`src/rtl/twpw_pkg.sv`:
```
// ---------------------------------------------------------------------------
// twpw_pkg
// Shared types and constants for the two-level page walk block with its TLB.
// ---------------------------------------------------------------------------
`default_nettype none

package twpw_pkg;

  localparam int unsigned ADDR_W  = 32;
  localparam int unsigned VPN_W   = 20;
  localparam int unsigned FRAME_W = 20;
  localparam int unsigned OFF_W   = 12;

  // result kinds
  localparam logic [1:0] KIND_PHYS       = 2'd0;
  localparam logic [1:0] KIND_READ       = 2'd1;
  localparam logic [1:0] KIND_DIR_FAULT  = 2'd2;
  localparam logic [1:0] KIND_PAGE_FAULT = 2'd3;

  // item opcodes
  localparam logic OP_TRANSLATE = 1'b0;
  localparam logic OP_READ_DATA = 1'b1;

  // register index on the configuration port
  localparam logic REG_PAGING   = 1'b0;
  localparam logic REG_DIR_BASE = 1'b1;

  typedef enum logic [2:0] {
    RES_PASS,
    RES_HIT,
    RES_DIR_READ,
    RES_TBL_READ,
    RES_DIR_FAULT,
    RES_PAGE_FAULT,
    RES_WALK_PHYS
  } res_sel_e;

  typedef struct packed {
    logic     capture;
    logic     tlb_read;
    logic     set_pending;
    logic     fill;
    logic     load_out;
    res_sel_e sel;
  } ctrl_cmd_t;

  typedef struct packed {
    logic opcode;
    logic present;
    logic any_hit;
    logic tlb_full;
    logic rem_done;
    logic out_free;
  } dp_status_t;

endpackage

`default_nettype wire

```
`src/rtl/two_level_page_walk_with_tlb.sv`:
```
// ---------------------------------------------------------------------------
// two_level_page_walk_with_tlb
// 32-bit two-level page translation with a fully associative TLB.
// ---------------------------------------------------------------------------
// Input items carry either a translate request (opcode 0) or a directory or
// table entry word returned from memory (opcode 1). Each item gives at most
// one output item: a physical address, a memory read request, a directory
// fault or a page fault. A miss issues a directory read; the returned words
// come back in as items and drive the walk to its table read and result.
// A translate with paging on does a tag compare, then a priority select and
// frame memory read. A present table entry fills the TLB. When the TLB is
// full the victim slot comes from a reciprocal remainder unit started with
// the walk; it is ready long before the table entry can return, so the fill
// does not wait. The output register lets a new item in while a result
// waits; if the receiver stalls, the block holds in its emit step and stops
// taking items. Reset clears the TLB valid bits, the walk phase and both
// registers (paging off, directory base zero). Registers sit at 0x0 and 0x4
// on the configuration port and are to be written by the user only while
// the block is idle; the block itself does not enforce this.
// ---------------------------------------------------------------------------
`default_nettype none

module two_level_page_walk_with_tlb #(
  parameter int unsigned TLB_ENTRIES = 64
) (
  input  wire logic                          clk_i,
  input  wire logic                          rst_ni,
  // item input
  input  wire logic                          in_valid_i,
  output logic                               in_ready_o,
  input  wire logic                          opcode_i,
  input  wire logic [twpw_pkg::ADDR_W-1:0]   linear_address_i,
  input  wire logic [twpw_pkg::ADDR_W-1:0]   read_data_i,
  // item output
  output logic                               out_valid_o,
  input  wire logic                          out_ready_i,
  output logic      [1:0]                    kind_o,
  output logic      [twpw_pkg::ADDR_W-1:0]   address_out_o,
  output logic                               tlb_hit_o,
  // configuration
  input  wire logic                          psel_i,
  input  wire logic                          penable_i,
  input  wire logic                          pwrite_i,
  input  wire logic [2:0]                    paddr_i,
  input  wire logic [31:0]                   pwdata_i,
  output logic      [31:0]                   prdata_o,
  output logic                               pready_o
);

  localparam int unsigned IDX_W = $clog2(TLB_ENTRIES);

  logic                         paging_q;
  logic [twpw_pkg::FRAME_W-1:0] dir_base_q;
  logic                         reg_wr;
  twpw_pkg::ctrl_cmd_t          cmd;
  twpw_pkg::dp_status_t         status;

  assign pready_o = 1'b1;
  assign reg_wr   = psel_i && penable_i && pwrite_i && pready_o;

  always_ff @(posedge clk_i or negedge rst_ni) begin
    if (!rst_ni) begin
      paging_q   <= 1'b0;
      dir_base_q <= '0;
    end else if (reg_wr) begin
      case (paddr_i[2])
        twpw_pkg::REG_PAGING:   paging_q   <= pwdata_i[0];
        twpw_pkg::REG_DIR_BASE: dir_base_q <= pwdata_i[twpw_pkg::FRAME_W-1:0];
        default: begin
          paging_q <= paging_q;
        end
      endcase
    end
  end

  always_comb begin
    case (paddr_i[2])
      twpw_pkg::REG_PAGING:   prdata_o = {31'd0, paging_q};
      twpw_pkg::REG_DIR_BASE: prdata_o = {12'd0, dir_base_q};
      default:                prdata_o = '0;
    endcase
  end

  twpw_ctrl u_ctrl (
    .clk_i      (clk_i),
    .rst_ni     (rst_ni),
    .in_valid_i (in_valid_i),
    .in_ready_o (in_ready_o),
    .paging_i   (paging_q),
    .status_i   (status),
    .cmd_o      (cmd)
  );

  twpw_dp #(
    .TLB_ENTRIES (TLB_ENTRIES),
    .IDX_W       (IDX_W)
  ) u_dp (
    .clk_i            (clk_i),
    .rst_ni           (rst_ni),
    .cmd_i            (cmd),
    .status_o         (status),
    .opcode_i         (opcode_i),
    .linear_address_i (linear_address_i),
    .read_data_i      (read_data_i),
    .dir_base_i       (dir_base_q),
    .out_valid_o      (out_valid_o),
    .out_ready_i      (out_ready_i),
    .kind_o           (kind_o),
    .address_out_o    (address_out_o),
    .tlb_hit_o        (tlb_hit_o)
  );

endmodule

`default_nettype wire

```
`src/rtl/twpw_rem.sv`:
```
// ---------------------------------------------------------------------------
// twpw_rem
// Remainder of a 32-bit address by a constant modulus, by reciprocal multiply.
// ---------------------------------------------------------------------------
`default_nettype none

module twpw_rem #(
  parameter int unsigned MODULUS = 63,
  parameter int unsigned REM_W   = 6
) (
  input  wire logic                             clk_i,
  input  wire logic                             rst_ni,
  input  wire logic                             start_i,
  input  wire logic [twpw_pkg::ADDR_W-1:0]      value_i,
  output logic      [REM_W-1:0]                 rem_o,
  output logic                                  done_o
);

  localparam int unsigned AW    = twpw_pkg::ADDR_W;
  // q = (x * ceil(2^SH / m)) >> SH is exact for every 32-bit x when m <= 2^REM_W
  localparam int unsigned SH    = AW + REM_W;
  localparam int unsigned RCP_W = 34;
  localparam int unsigned PRD_W = AW + RCP_W;
  localparam logic [RCP_W-1:0] RECIP =
    RCP_W'(((68'd1 << SH) + 68'(MODULUS) - 68'd1) / 68'(MODULUS));
  localparam logic [REM_W-1:0] MOD_C = REM_W'(MODULUS);

  logic [AW-1:0]    value_q;
  logic [PRD_W-1:0] prod;
  logic [REM_W-1:0] quot_lo_q;
  logic [REM_W-1:0] rem_q;
  logic [REM_W-1:0] rem_d;
  logic [1:0]       busy_q;
  logic             done_q;

  assign prod  = PRD_W'(value_q) * PRD_W'(RECIP);
  // remainder is below 2^REM_W, so only the low bits of x - q*m are needed
  assign rem_d = value_q[REM_W-1:0] - quot_lo_q * MOD_C;

  assign rem_o  = rem_q;
  assign done_o = done_q;

  always_ff @(posedge clk_i or negedge rst_ni) begin
    if (!rst_ni) begin
      busy_q <= '0;
      done_q <= 1'b0;
    end else if (start_i) begin
      busy_q <= 2'b01;
      done_q <= 1'b0;
    end else begin
      busy_q <= {busy_q[0], 1'b0};
      if (busy_q[1]) begin
        done_q <= 1'b1;
      end
    end
  end

  always_ff @(posedge clk_i) begin
    if (start_i) begin
      value_q <= value_i;
    end
    if (busy_q[0]) begin
      quot_lo_q <= prod[SH +: REM_W];
    end
    if (busy_q[1]) begin
      rem_q <= rem_d;
    end
  end

endmodule

`default_nettype wire

```
`src/rtl/twpw_tlb.sv`:
```
// ---------------------------------------------------------------------------
// twpw_tlb
// Fully associative TLB: tag cells with registered match vector, frame memory.
// ---------------------------------------------------------------------------
`default_nettype none

module twpw_tlb #(
  parameter int unsigned TLB_ENTRIES = 64,
  parameter int unsigned IDX_W       = 6
) (
  input  wire logic                          clk_i,
  input  wire logic                          rst_ni,
  input  wire logic [twpw_pkg::VPN_W-1:0]    vpn_i,
  input  wire logic                          rd_en_i,
  input  wire logic                          fill_i,
  input  wire logic [twpw_pkg::VPN_W-1:0]    fill_tag_i,
  input  wire logic [twpw_pkg::FRAME_W-1:0]  fill_frame_i,
  input  wire logic [IDX_W-1:0]              victim_i,
  output logic                               any_hit_o,
  output logic                               full_o,
  output logic      [twpw_pkg::FRAME_W-1:0]  frame_o
);

  logic [TLB_ENTRIES-1:0]       valid_q;
  logic [TLB_ENTRIES-1:0]       match_q;
  logic [twpw_pkg::VPN_W-1:0]   tag_q [TLB_ENTRIES];
  logic [twpw_pkg::FRAME_W-1:0] frame_mem [TLB_ENTRIES];
  logic [twpw_pkg::FRAME_W-1:0] frame_rd_q;
  logic [IDX_W-1:0]             hit_idx;
  logic [IDX_W-1:0]             free_idx;
  logic [IDX_W-1:0]             fill_idx;

  // lowest matching entry and lowest free entry
  always_comb begin
    hit_idx  = '0;
    free_idx = '0;
    for (int i = TLB_ENTRIES - 1; i >= 0; i--) begin
      if (match_q[i]) begin
        hit_idx = IDX_W'(i);
      end
      if (!valid_q[i]) begin
        free_idx = IDX_W'(i);
      end
    end
  end

  assign any_hit_o = |match_q;
  assign full_o    = &valid_q;
  assign fill_idx  = full_o ? victim_i : free_idx;
  assign frame_o   = frame_rd_q;

  always_ff @(posedge clk_i) begin
    for (int i = 0; i < TLB_ENTRIES; i++) begin
      match_q[i] <= valid_q[i] && (tag_q[i] == vpn_i);
    end
  end

  always_ff @(posedge clk_i or negedge rst_ni) begin
    if (!rst_ni) begin
      valid_q <= '0;
    end else if (fill_i) begin
      valid_q[fill_idx] <= 1'b1;
    end
  end

  always_ff @(posedge clk_i) begin
    if (fill_i) begin
      tag_q[fill_idx] <= fill_tag_i;
    end
  end

  always_ff @(posedge clk_i) begin
    if (fill_i) begin
      frame_mem[fill_idx] <= fill_frame_i;
    end
    if (rd_en_i) begin
      frame_rd_q <= frame_mem[hit_idx];
    end
  end

endmodule

`default_nettype wire

```
`src/rtl/twpw_dp.sv`:
```
// ---------------------------------------------------------------------------
// twpw_dp
// Datapath: item registers, pending walk address, TLB, victim unit, result.
// ---------------------------------------------------------------------------
`default_nettype none

module twpw_dp #(
  parameter int unsigned TLB_ENTRIES = 64,
  parameter int unsigned IDX_W       = 6
) (
  input  wire logic                           clk_i,
  input  wire logic                           rst_ni,
  input  wire twpw_pkg::ctrl_cmd_t            cmd_i,
  output twpw_pkg::dp_status_t                status_o,
  input  wire logic                           opcode_i,
  input  wire logic [twpw_pkg::ADDR_W-1:0]    linear_address_i,
  input  wire logic [twpw_pkg::ADDR_W-1:0]    read_data_i,
  input  wire logic [twpw_pkg::FRAME_W-1:0]   dir_base_i,
  output logic                                out_valid_o,
  input  wire logic                           out_ready_i,
  output logic      [1:0]                     kind_o,
  output logic      [twpw_pkg::ADDR_W-1:0]    address_out_o,
  output logic                                tlb_hit_o
);

  localparam int unsigned OFF_W = twpw_pkg::OFF_W;
  localparam int unsigned AW    = twpw_pkg::ADDR_W;

  logic                         item_opcode_q;
  logic [AW-1:0]                item_lin_q;
  logic [AW-1:0]                item_data_q;
  logic [AW-1:0]                pending_q;
  logic                         out_valid_q;
  logic [1:0]                   kind_q;
  logic [AW-1:0]                addr_q;
  logic                         hit_q;
  logic [1:0]                   kind_d;
  logic [AW-1:0]                addr_d;
  logic                         hit_d;
  logic                         any_hit;
  logic                         tlb_full;
  logic [twpw_pkg::FRAME_W-1:0] frame_rd;
  logic [IDX_W-1:0]             victim;
  logic                         rem_done;

  twpw_tlb #(
    .TLB_ENTRIES (TLB_ENTRIES),
    .IDX_W       (IDX_W)
  ) u_tlb (
    .clk_i        (clk_i),
    .rst_ni       (rst_ni),
    .vpn_i        (item_lin_q[AW-1:OFF_W]),
    .rd_en_i      (cmd_i.tlb_read),
    .fill_i       (cmd_i.fill),
    .fill_tag_i   (pending_q[AW-1:OFF_W]),
    .fill_frame_i (item_data_q[AW-1:OFF_W]),
    .victim_i     (victim),
    .any_hit_o    (any_hit),
    .full_o       (tlb_full),
    .frame_o      (frame_rd)
  );

  // victim slot when full: pending address mod (entries - 1)
  twpw_rem #(
    .MODULUS (TLB_ENTRIES - 1),
    .REM_W   (IDX_W)
  ) u_rem (
    .clk_i   (clk_i),
    .rst_ni  (rst_ni),
    .start_i (cmd_i.set_pending),
    .value_i (item_lin_q),
    .rem_o   (victim),
    .done_o  (rem_done)
  );

  always_ff @(posedge clk_i) begin
    if (cmd_i.capture) begin
      item_opcode_q <= opcode_i;
      item_lin_q    <= linear_address_i;
      item_data_q   <= read_data_i;
    end
    if (cmd_i.set_pending) begin
      pending_q <= item_lin_q;
    end
  end

  always_comb begin
    kind_d = twpw_pkg::KIND_PHYS;
    addr_d = item_lin_q;
    hit_d  = 1'b0;
    case (cmd_i.sel)
      twpw_pkg::RES_PASS: begin
        addr_d = item_lin_q;
      end
      twpw_pkg::RES_HIT: begin
        addr_d = {frame_rd, item_lin_q[OFF_W-1:0]};
        hit_d  = 1'b1;
      end
      twpw_pkg::RES_DIR_READ: begin
        kind_d = twpw_pkg::KIND_READ;
        addr_d = {dir_base_i, pending_q[AW-1:22], 2'b00};
      end
      twpw_pkg::RES_TBL_READ: begin
        kind_d = twpw_pkg::KIND_READ;
        addr_d = {item_data_q[AW-1:OFF_W], pending_q[21:OFF_W], 2'b00};
      end
      twpw_pkg::RES_DIR_FAULT: begin
        kind_d = twpw_pkg::KIND_DIR_FAULT;
        addr_d = pending_q;
      end
      twpw_pkg::RES_PAGE_FAULT: begin
        kind_d = twpw_pkg::KIND_PAGE_FAULT;
        addr_d = pending_q;
      end
      twpw_pkg::RES_WALK_PHYS: begin
        addr_d = {item_data_q[AW-1:OFF_W], pending_q[OFF_W-1:0]};
      end
      default: begin
        addr_d = item_lin_q;
      end
    endcase
  end

  always_ff @(posedge clk_i or negedge rst_ni) begin
    if (!rst_ni) begin
      out_valid_q <= 1'b0;
    end else if (cmd_i.load_out) begin
      out_valid_q <= 1'b1;
    end else if (out_ready_i) begin
      out_valid_q <= 1'b0;
    end
  end

  always_ff @(posedge clk_i) begin
    if (cmd_i.load_out) begin
      kind_q <= kind_d;
      addr_q <= addr_d;
      hit_q  <= hit_d;
    end
  end

  assign out_valid_o   = out_valid_q;
  assign kind_o        = kind_q;
  assign address_out_o = addr_q;
  assign tlb_hit_o     = hit_q;

  assign status_o.opcode   = item_opcode_q;
  assign status_o.present  = item_data_q[0];
  assign status_o.any_hit  = any_hit;
  assign status_o.tlb_full = tlb_full;
  assign status_o.rem_done = rem_done;
  assign status_o.out_free = !out_valid_q || out_ready_i;

endmodule

`default_nettype wire

```
`src/rtl/twpw_ctrl.sv`:
```
// ---------------------------------------------------------------------------
// twpw_ctrl
// Controller: item sequencing and the page walk phase.
// ---------------------------------------------------------------------------
`default_nettype none

module twpw_ctrl (
  input  wire logic                  clk_i,
  input  wire logic                  rst_ni,
  input  wire logic                  in_valid_i,
  output logic                       in_ready_o,
  input  wire logic                  paging_i,
  input  wire twpw_pkg::dp_status_t  status_i,
  output twpw_pkg::ctrl_cmd_t        cmd_o
);

  localparam logic [2:0] S_IDLE = 3'd0;
  localparam logic [2:0] S_DEC  = 3'd1;
  localparam logic [2:0] S_LOOK = 3'd2;
  localparam logic [2:0] S_FIND = 3'd3;
  localparam logic [2:0] S_FILL = 3'd4;
  localparam logic [2:0] S_EMIT = 3'd5;

  localparam logic [1:0] PH_IDLE  = 2'd0;
  localparam logic [1:0] PH_DIR   = 2'd1;
  localparam logic [1:0] PH_TABLE = 2'd2;

  logic [2:0]         state_q, state_d;
  logic [1:0]         phase_q, phase_d;
  twpw_pkg::res_sel_e sel_q, sel_d;

  assign in_ready_o = (state_q == S_IDLE);

  always_comb begin
    state_d           = state_q;
    phase_d           = phase_q;
    sel_d             = sel_q;
    cmd_o.capture     = 1'b0;
    cmd_o.tlb_read    = 1'b0;
    cmd_o.set_pending = 1'b0;
    cmd_o.fill        = 1'b0;
    cmd_o.load_out    = 1'b0;
    cmd_o.sel         = sel_q;
    case (state_q)
      S_IDLE: begin
        if (in_valid_i) begin
          cmd_o.capture = 1'b1;
          state_d       = S_DEC;
        end
      end
      S_DEC: begin
        if (status_i.opcode == twpw_pkg::OP_TRANSLATE) begin
          // a translate request drops any walk in flight
          phase_d = PH_IDLE;
          if (paging_i) begin
            state_d = S_LOOK;
          end else begin
            sel_d   = twpw_pkg::RES_PASS;
            state_d = S_EMIT;
          end
        end else begin
          case (phase_q)
            PH_DIR: begin
              state_d = S_EMIT;
              if (status_i.present) begin
                sel_d   = twpw_pkg::RES_TBL_READ;
                phase_d = PH_TABLE;
              end else begin
                sel_d   = twpw_pkg::RES_DIR_FAULT;
                phase_d = PH_IDLE;
              end
            end
            PH_TABLE: begin
              phase_d = PH_IDLE;
              if (status_i.present) begin
                state_d = S_FILL;
              end else begin
                sel_d   = twpw_pkg::RES_PAGE_FAULT;
                state_d = S_EMIT;
              end
            end
            default: begin
              // read data with no walk pending gives no item
              phase_d = PH_IDLE;
              state_d = S_IDLE;
            end
          endcase
        end
      end
      S_LOOK: begin
        state_d = S_FIND;
      end
      S_FIND: begin
        cmd_o.tlb_read = 1'b1;
        state_d        = S_EMIT;
        if (status_i.any_hit) begin
          sel_d = twpw_pkg::RES_HIT;
        end else begin
          sel_d             = twpw_pkg::RES_DIR_READ;
          cmd_o.set_pending = 1'b1;
          phase_d           = PH_DIR;
        end
      end
      S_FILL: begin
        // when full the victim slot must be ready first
        if (!status_i.tlb_full || status_i.rem_done) begin
          cmd_o.fill = 1'b1;
          sel_d      = twpw_pkg::RES_WALK_PHYS;
          state_d    = S_EMIT;
        end
      end
      S_EMIT: begin
        if (status_i.out_free) begin
          cmd_o.load_out = 1'b1;
          state_d        = S_IDLE;
        end
      end
      default: begin
        state_d = S_IDLE;
      end
    endcase
  end

  always_ff @(posedge clk_i or negedge rst_ni) begin
    if (!rst_ni) begin
      state_q <= S_IDLE;
      phase_q <= PH_IDLE;
      sel_q   <= twpw_pkg::RES_PASS;
    end else begin
      state_q <= state_d;
      phase_q <= phase_d;
      sel_q   <= sel_d;
    end
  end

  assert property (@(posedge clk_i) disable iff (!rst_ni)
    cmd_o.load_out |-> status_i.out_free)
    else $error("result loaded while output register still full");

  assert property (@(posedge clk_i) disable iff (!rst_ni)
    cmd_o.fill |-> (!status_i.tlb_full || status_i.rem_done))
    else $error("tlb fill with no victim slot ready");

  assert property (@(posedge clk_i) disable iff (!rst_ni)
    (in_valid_i && in_ready_o) |=> (state_q == S_DEC))
    else $error("accepted item not decoded next cycle");

  assert property (@(posedge clk_i) disable iff (!rst_ni)
    cmd_o.set_pending |=> (phase_q == PH_DIR))
    else $error("walk started without directory phase");

endmodule

`default_nettype wire
```
`config.mk`:
```
export PLATFORM = sky130hd
export DESIGN_NAME = two_level_page_walk_with_tlb
export DESIGN_NICKNAME = d
export VERILOG_FILES = /design/src/rtl/twpw_pkg.sv /design/src/rtl/two_level_page_walk_with_tlb.sv /design/src/rtl/twpw_rem.sv /design/src/rtl/twpw_tlb.sv /design/src/rtl/twpw_dp.sv /design/src/rtl/twpw_ctrl.sv
export SDC_FILE = /design/constraint.sdc
export NUM_CORES = 2
export LEC_CHECK = 0
export BUFFER_PORTS_ARGS = -buffer_cell sky130_fd_sc_hd__clkbuf_2
export CORE_ASPECT_RATIO = 0.8
export CORE_MARGIN = 3
export CORE_UTILIZATION = 55
export CTS_BUF_LIST = sky130_fd_sc_hd__clkbuf_8
export CTS_CLUSTER_SIZE = 25
export DETAILED_ROUTE_END_ITERATION = 8
export PLACE_DENSITY = 0.78
export SKIP_CTS_REPAIR_TIMING = 1
export SYNTH_ARGS = -nofsm -noshare
export SYNTH_HDL_FRONTEND = slang
export SYNTH_SLANG_ARGS = --single-unit
```
`constraint.sdc`:
```
create_clock -name clk_i -period 8.7 [get_ports clk_i]
set_input_delay 0 -clock clk_i [delete_from_list [all_inputs] [get_ports clk_i]]
set_output_delay 0 -clock clk_i [all_outputs]
set_load 0.1 [all_outputs]
```
==> results.md <==
* Ratio of routed vias to standard cells at 6.411
* Number of standard-cell rows in the floorplan at 153
* First-pass detailed-route iteration total at 6
* Count of cells along the worst register-to-register path at 21
* Category of the most critical setup path: flop to flop
* Total DRC errors in the routed layout at 0
* Period utilization at 0.7588
* WL per Instance at 31.33 µm
* Largest clock skew in the final design at 0.1237 ns
* # port buffers at 138
* Cell chain of the critical path: buf_4, ha_1, inv_1, fa_1, fa_1, fa_1, fa_1, inv_1, fa_1, ha_1, ha_1, a21o_1, a21o_1, a21o_1, a21o_1, a21o_1, o41ai_1, a21oi_1, a21oi_1, o21bai_1, xnor2_1
* Startpoint types: flop
* Flip-flop cell with the highest count after synthesis: sky130_fd_sc_hd__edfxtp_1
* Antenna violations before repair at 28
* Hpwl dp at 196,100 µm
* Overall track demand over capacity in global routing at 0.3147
* TritonCTS Buffers at 439
* Skew-Pair Late Insertion Delay at 1.14 ns
* Sequential-to-total area share from yosys stat at 0.7042
* Endpoint kind of the worst setup timing path: flop
* Vias at 74,125
* Area growth, synth to finish at 12.39%
* Last weighted congestion value of the routability-driven placer at 0.9478
* Number of violations of the max-capacitance limit at 0
* Global route total overflow at 0
* Number of buffers and inverters on the critical path at 3
* CTS clock-pin slew for the worst setup and hold paths at 0.07 ns
* Power density over cell area at 249.9 nW/µm²
* RR Startpoint: u_dp.u_rem.value_q[30]
* Floorplan die height at 425.5 µm
* Tightest Pin Transition at 1.360 ns
* Largest net degree at the start of global routing at 160
* Standard cell with the maximum stage delay on the critical path: sky130_fd_sc_hd__buf_4
* Data arrival, critical path at 7.39 ns
* Horizontal die dimension at 530.3 µm
* Final number of max-transition violations at 0
* Final setup violation count at 0
* Fraction of layout instances using a drive strength above 1 at 0.1193
* Worst-path maximum fanout at 32
* Result of the run: finished with violations
* Number of storage elements in the synthesis netlist at 2,874
* Clock period minus worst slack at 6.602 ns
* Number of distinct library cells after synthesis at 77
* Synthesized area at 121,000 µm²
* Synth warnings at 0
* Worst hold margin at -0.01181 ns
* CTS H-tree lvls at 5
* Number of buffers between clock root and the deepest sink at 4
* Class of the tightest hold or removal check: input port to asynchronous set/reset pin
* Register-to-Register Setup Slack at 2.10 ns
* Post-Synthesis Cells at 7,762
* Initial cell density of the core at 0.5548
* Floorplan die area at 225,600 µm²
* Final Hold Vio Count at 7
* Routed Antenna Nets at 0
* Wire length of the first global-routing pass at 507,100 µm
* Worst slew margin relative to its limit at 0.08489
* Cell class contributing the biggest share of worst-path delay: adder cells
* Async SR Flop Fraction at 0.03375
* Endpoint required time on the critical path at 9.49 ns
* Area of the core at 218,000 µm²
* Setup repair after global routing missed its margin: no
* Number of global-route vias before repair at 71,775
* Violated checks: hold timing
* R2r endpoint: u_dp.u_rem.quot_lo_q[5]
* Nets at 8,746
* Sum of negative setup slack at 0 ns
* Aggregate routed wire length at 362,200 µm
* Pleak at 48.49 nW
* Clock tree sinks at 2,874
* Critical Path Source: u_dp.u_rem.value_q[30]
* Average size of a mapped cell at 15.58 µm²
* Number of ports placed on the die boundary at 177
* Clock tree root buffer cell: sky130_fd_sc_hd__clkbuf_8
* Peak Freq at 0.1515 GHz
* 1st-iter DRT viols at 11,753
* TritonCTS clock tree: built
* Maximum cell stage delay along the critical path at 0.56 ns
* Maximum VDD drop at 0.2517 mV
* Number of enable flip-flop cells after synthesis at 2,713
## how the worst max path moves through the flow
stage / to / slack (ns) / cells after the start
after floorplan: u_dp.u_rem.quot_lo_q[5] / 2.26 / 23
after global placement: u_dp.u_rem.quot_lo_q[5] / 2.20 / 23
after detailed placement: u_dp.u_rem.quot_lo_q[5] / 2.22 / 21
after CTS: u_dp.u_rem.quot_lo_q[5] / 2.18 / 21
after global routing: u_dp.u_rem.quot_lo_q[5] / 1.84 / 21
final: u_dp.u_rem.quot_lo_q[5] / 2.10 / 21
## cell usage after synthesis (89+ instances only)
library cell                  n  area [µm²]
sky130_fd_sc_hd__nor3_1     158       790.8
sky130_fd_sc_hd__edfxtp_1  2713       81470
sky130_fd_sc_hd__o21ai_0     92       460.4
sky130_fd_sc_hd__clkbuf_1   253       949.7
sky130_fd_sc_hd__nor2_1     308        1156
sky130_fd_sc_hd__ha_1       210        2628
sky130_fd_sc_hd__xnor2_1    676        5921
sky130_fd_sc_hd__o32ai_1    104       910.9
sky130_fd_sc_hd__dfrtp_1     97        2427
sky130_fd_sc_hd__mux2i_1    431        4314
sky130_fd_sc_hd__nand2_1    239       897.1
sky130_fd_sc_hd__inv_1      202       758.2
sky130_fd_sc_hd__nor4_1     252        1577
sky130_fd_sc_hd__a21oi_1    145       725.7
sky130_fd_sc_hd__nand4_1    226        1414
sky130_fd_sc_hd__xor2_1     619        5421
sky130_fd_sc_hd__fa_1        89        1782
sky130_fd_sc_hd__o22ai_1    143       894.6
## logic make-up (layout without fill, tap and decap cells)
| kind of cell | count (synthesis) | count (layout) | synth area share |
|---|---|---|---|
| flip-flops | 2874 | 2874 | 0.7042 |
| multiplexers | 454 | 454 | 0.03781 |
| adder cells (fa/ha/maj) | 299 | 299 | 0.03645 |
| XOR/XNOR | 1295 | 1295 | 0.09376 |
| AND/OR/NAND/NOR | 1378 | 1378 | 0.05792 |
| AO/OA/AOI/OAI | 847 | 847 | 0.04926 |
| buffers and inverters | 613 | 1525 | 0.02058 |
| other | 2 | 23 | 0.00006208 |
## per-stage QoR
stage	power, mW	instance area, µm²	setup WS, ns	cells	util
global route	35.20	135900	1.842	11556	0.6234
global placement	23.46	126100	2.202	10588	0.5785
CTS	33.83	134100	2.177	11374	0.6152
floorplan	21.03	121000	2.265	7773	-
finish	33.98	135900	2.098	11562	0.6235
detailed placement	23.63	126100	2.217	10588	0.5785
## cell type report
class / count / area (µm²)
fillers: 15143 / 82090
repair buffers: 537 / 4407
clock inverters: 320 / 1589
clock buffers: 466 / 6414
inverters: 202 / 758.2
flip-flops and latches: 2874 / 85190
diodes: 10 / 25.02
multi-input cells: 4286 / 33980
well taps: 2867 / 3587
## power by group
group / switching, mW / internal [mW]
combinational: 5.00 / 2.26
clock: 5.17 / 5.22
sequential: 0.335 / 16.0
total: 10.5 / 23.5
## placed cells by master (no fill, tap or decap), types with 83 or more instances in the layout
master,n
sky130_fd_sc_hd__inv_1,366
sky130_fd_sc_hd__xor2_1,619
sky130_fd_sc_hd__nand4_1,226
sky130_fd_sc_hd__dfrtp_1,94
sky130_fd_sc_hd__nand2_1,235
sky130_fd_sc_hd__mux2i_1,431
sky130_fd_sc_hd__clkbuf_2,137
sky130_fd_sc_hd__clkbuf_8,466
sky130_fd_sc_hd__o22ai_1,143
sky130_fd_sc_hd__a21oi_1,145
sky130_fd_sc_hd__fa_1,89
sky130_fd_sc_hd__ha_1,210
sky130_fd_sc_hd__nor3_1,154
sky130_fd_sc_hd__dlygate4sd3_1,177
sky130_fd_sc_hd__nor2_1,240
sky130_fd_sc_hd__nor4_1,241
sky130_fd_sc_hd__o21ai_0,91
sky130_fd_sc_hd__edfxtp_1,2713
sky130_fd_sc_hd__clkinv_1,83
sky130_fd_sc_hd__o32ai_1,104
sky130_fd_sc_hd__buf_4,201
sky130_fd_sc_hd__xnor2_1,676
## layer usage
metal	up-vias	routed length (µm)	GRT usage
li1	30540	-	-
met1	36850	133200	0.4440
met2	5879	159300	0.4645
met3	848	54480	0.08744
met4	8	15150	0.1278
met5	-	51	0
## worst reg2reg max path: stages, from the launching register on
cell and delay (ns):
sky130_fd_sc_hd__edfxtp_1 0.37, sky130_fd_sc_hd__buf_4 0.56, sky130_fd_sc_hd__ha_1 0.26, sky130_fd_sc_hd__inv_1 0.06
sky130_fd_sc_hd__fa_1 0.53, sky130_fd_sc_hd__fa_1 0.46, sky130_fd_sc_hd__fa_1 0.43, sky130_fd_sc_hd__fa_1 0.53
sky130_fd_sc_hd__inv_1 0.06, sky130_fd_sc_hd__fa_1 0.39, sky130_fd_sc_hd__ha_1 0.30, sky130_fd_sc_hd__ha_1 0.29
sky130_fd_sc_hd__a21o_1 0.16, sky130_fd_sc_hd__a21o_1 0.17, sky130_fd_sc_hd__a21o_1 0.17, sky130_fd_sc_hd__a21o_1 0.18
sky130_fd_sc_hd__a21o_1 0.21, sky130_fd_sc_hd__o41ai_1 0.53, sky130_fd_sc_hd__a21oi_1 0.19, sky130_fd_sc_hd__a21oi_1 0.26
sky130_fd_sc_hd__o21bai_1 0.10, sky130_fd_sc_hd__xnor2_1 0.13
## state kept, by name (all words and copies together), names as in the netlist, 20 cells and up
signal	cells
dir_base_q	20
u_dp.address_out_o	32
u_dp.item_data_q	21
u_dp.item_lin_q	32
u_dp.u_rem.value_q	32
u_dp.u_tlb.frame_mem	1280
u_dp.u_tlb.frame_o	20
u_dp.u_tlb.match_q	64
u_dp.u_tlb.tag_q	1280
u_dp.u_tlb.valid_q	64
(Power assumes the default switching activity.)
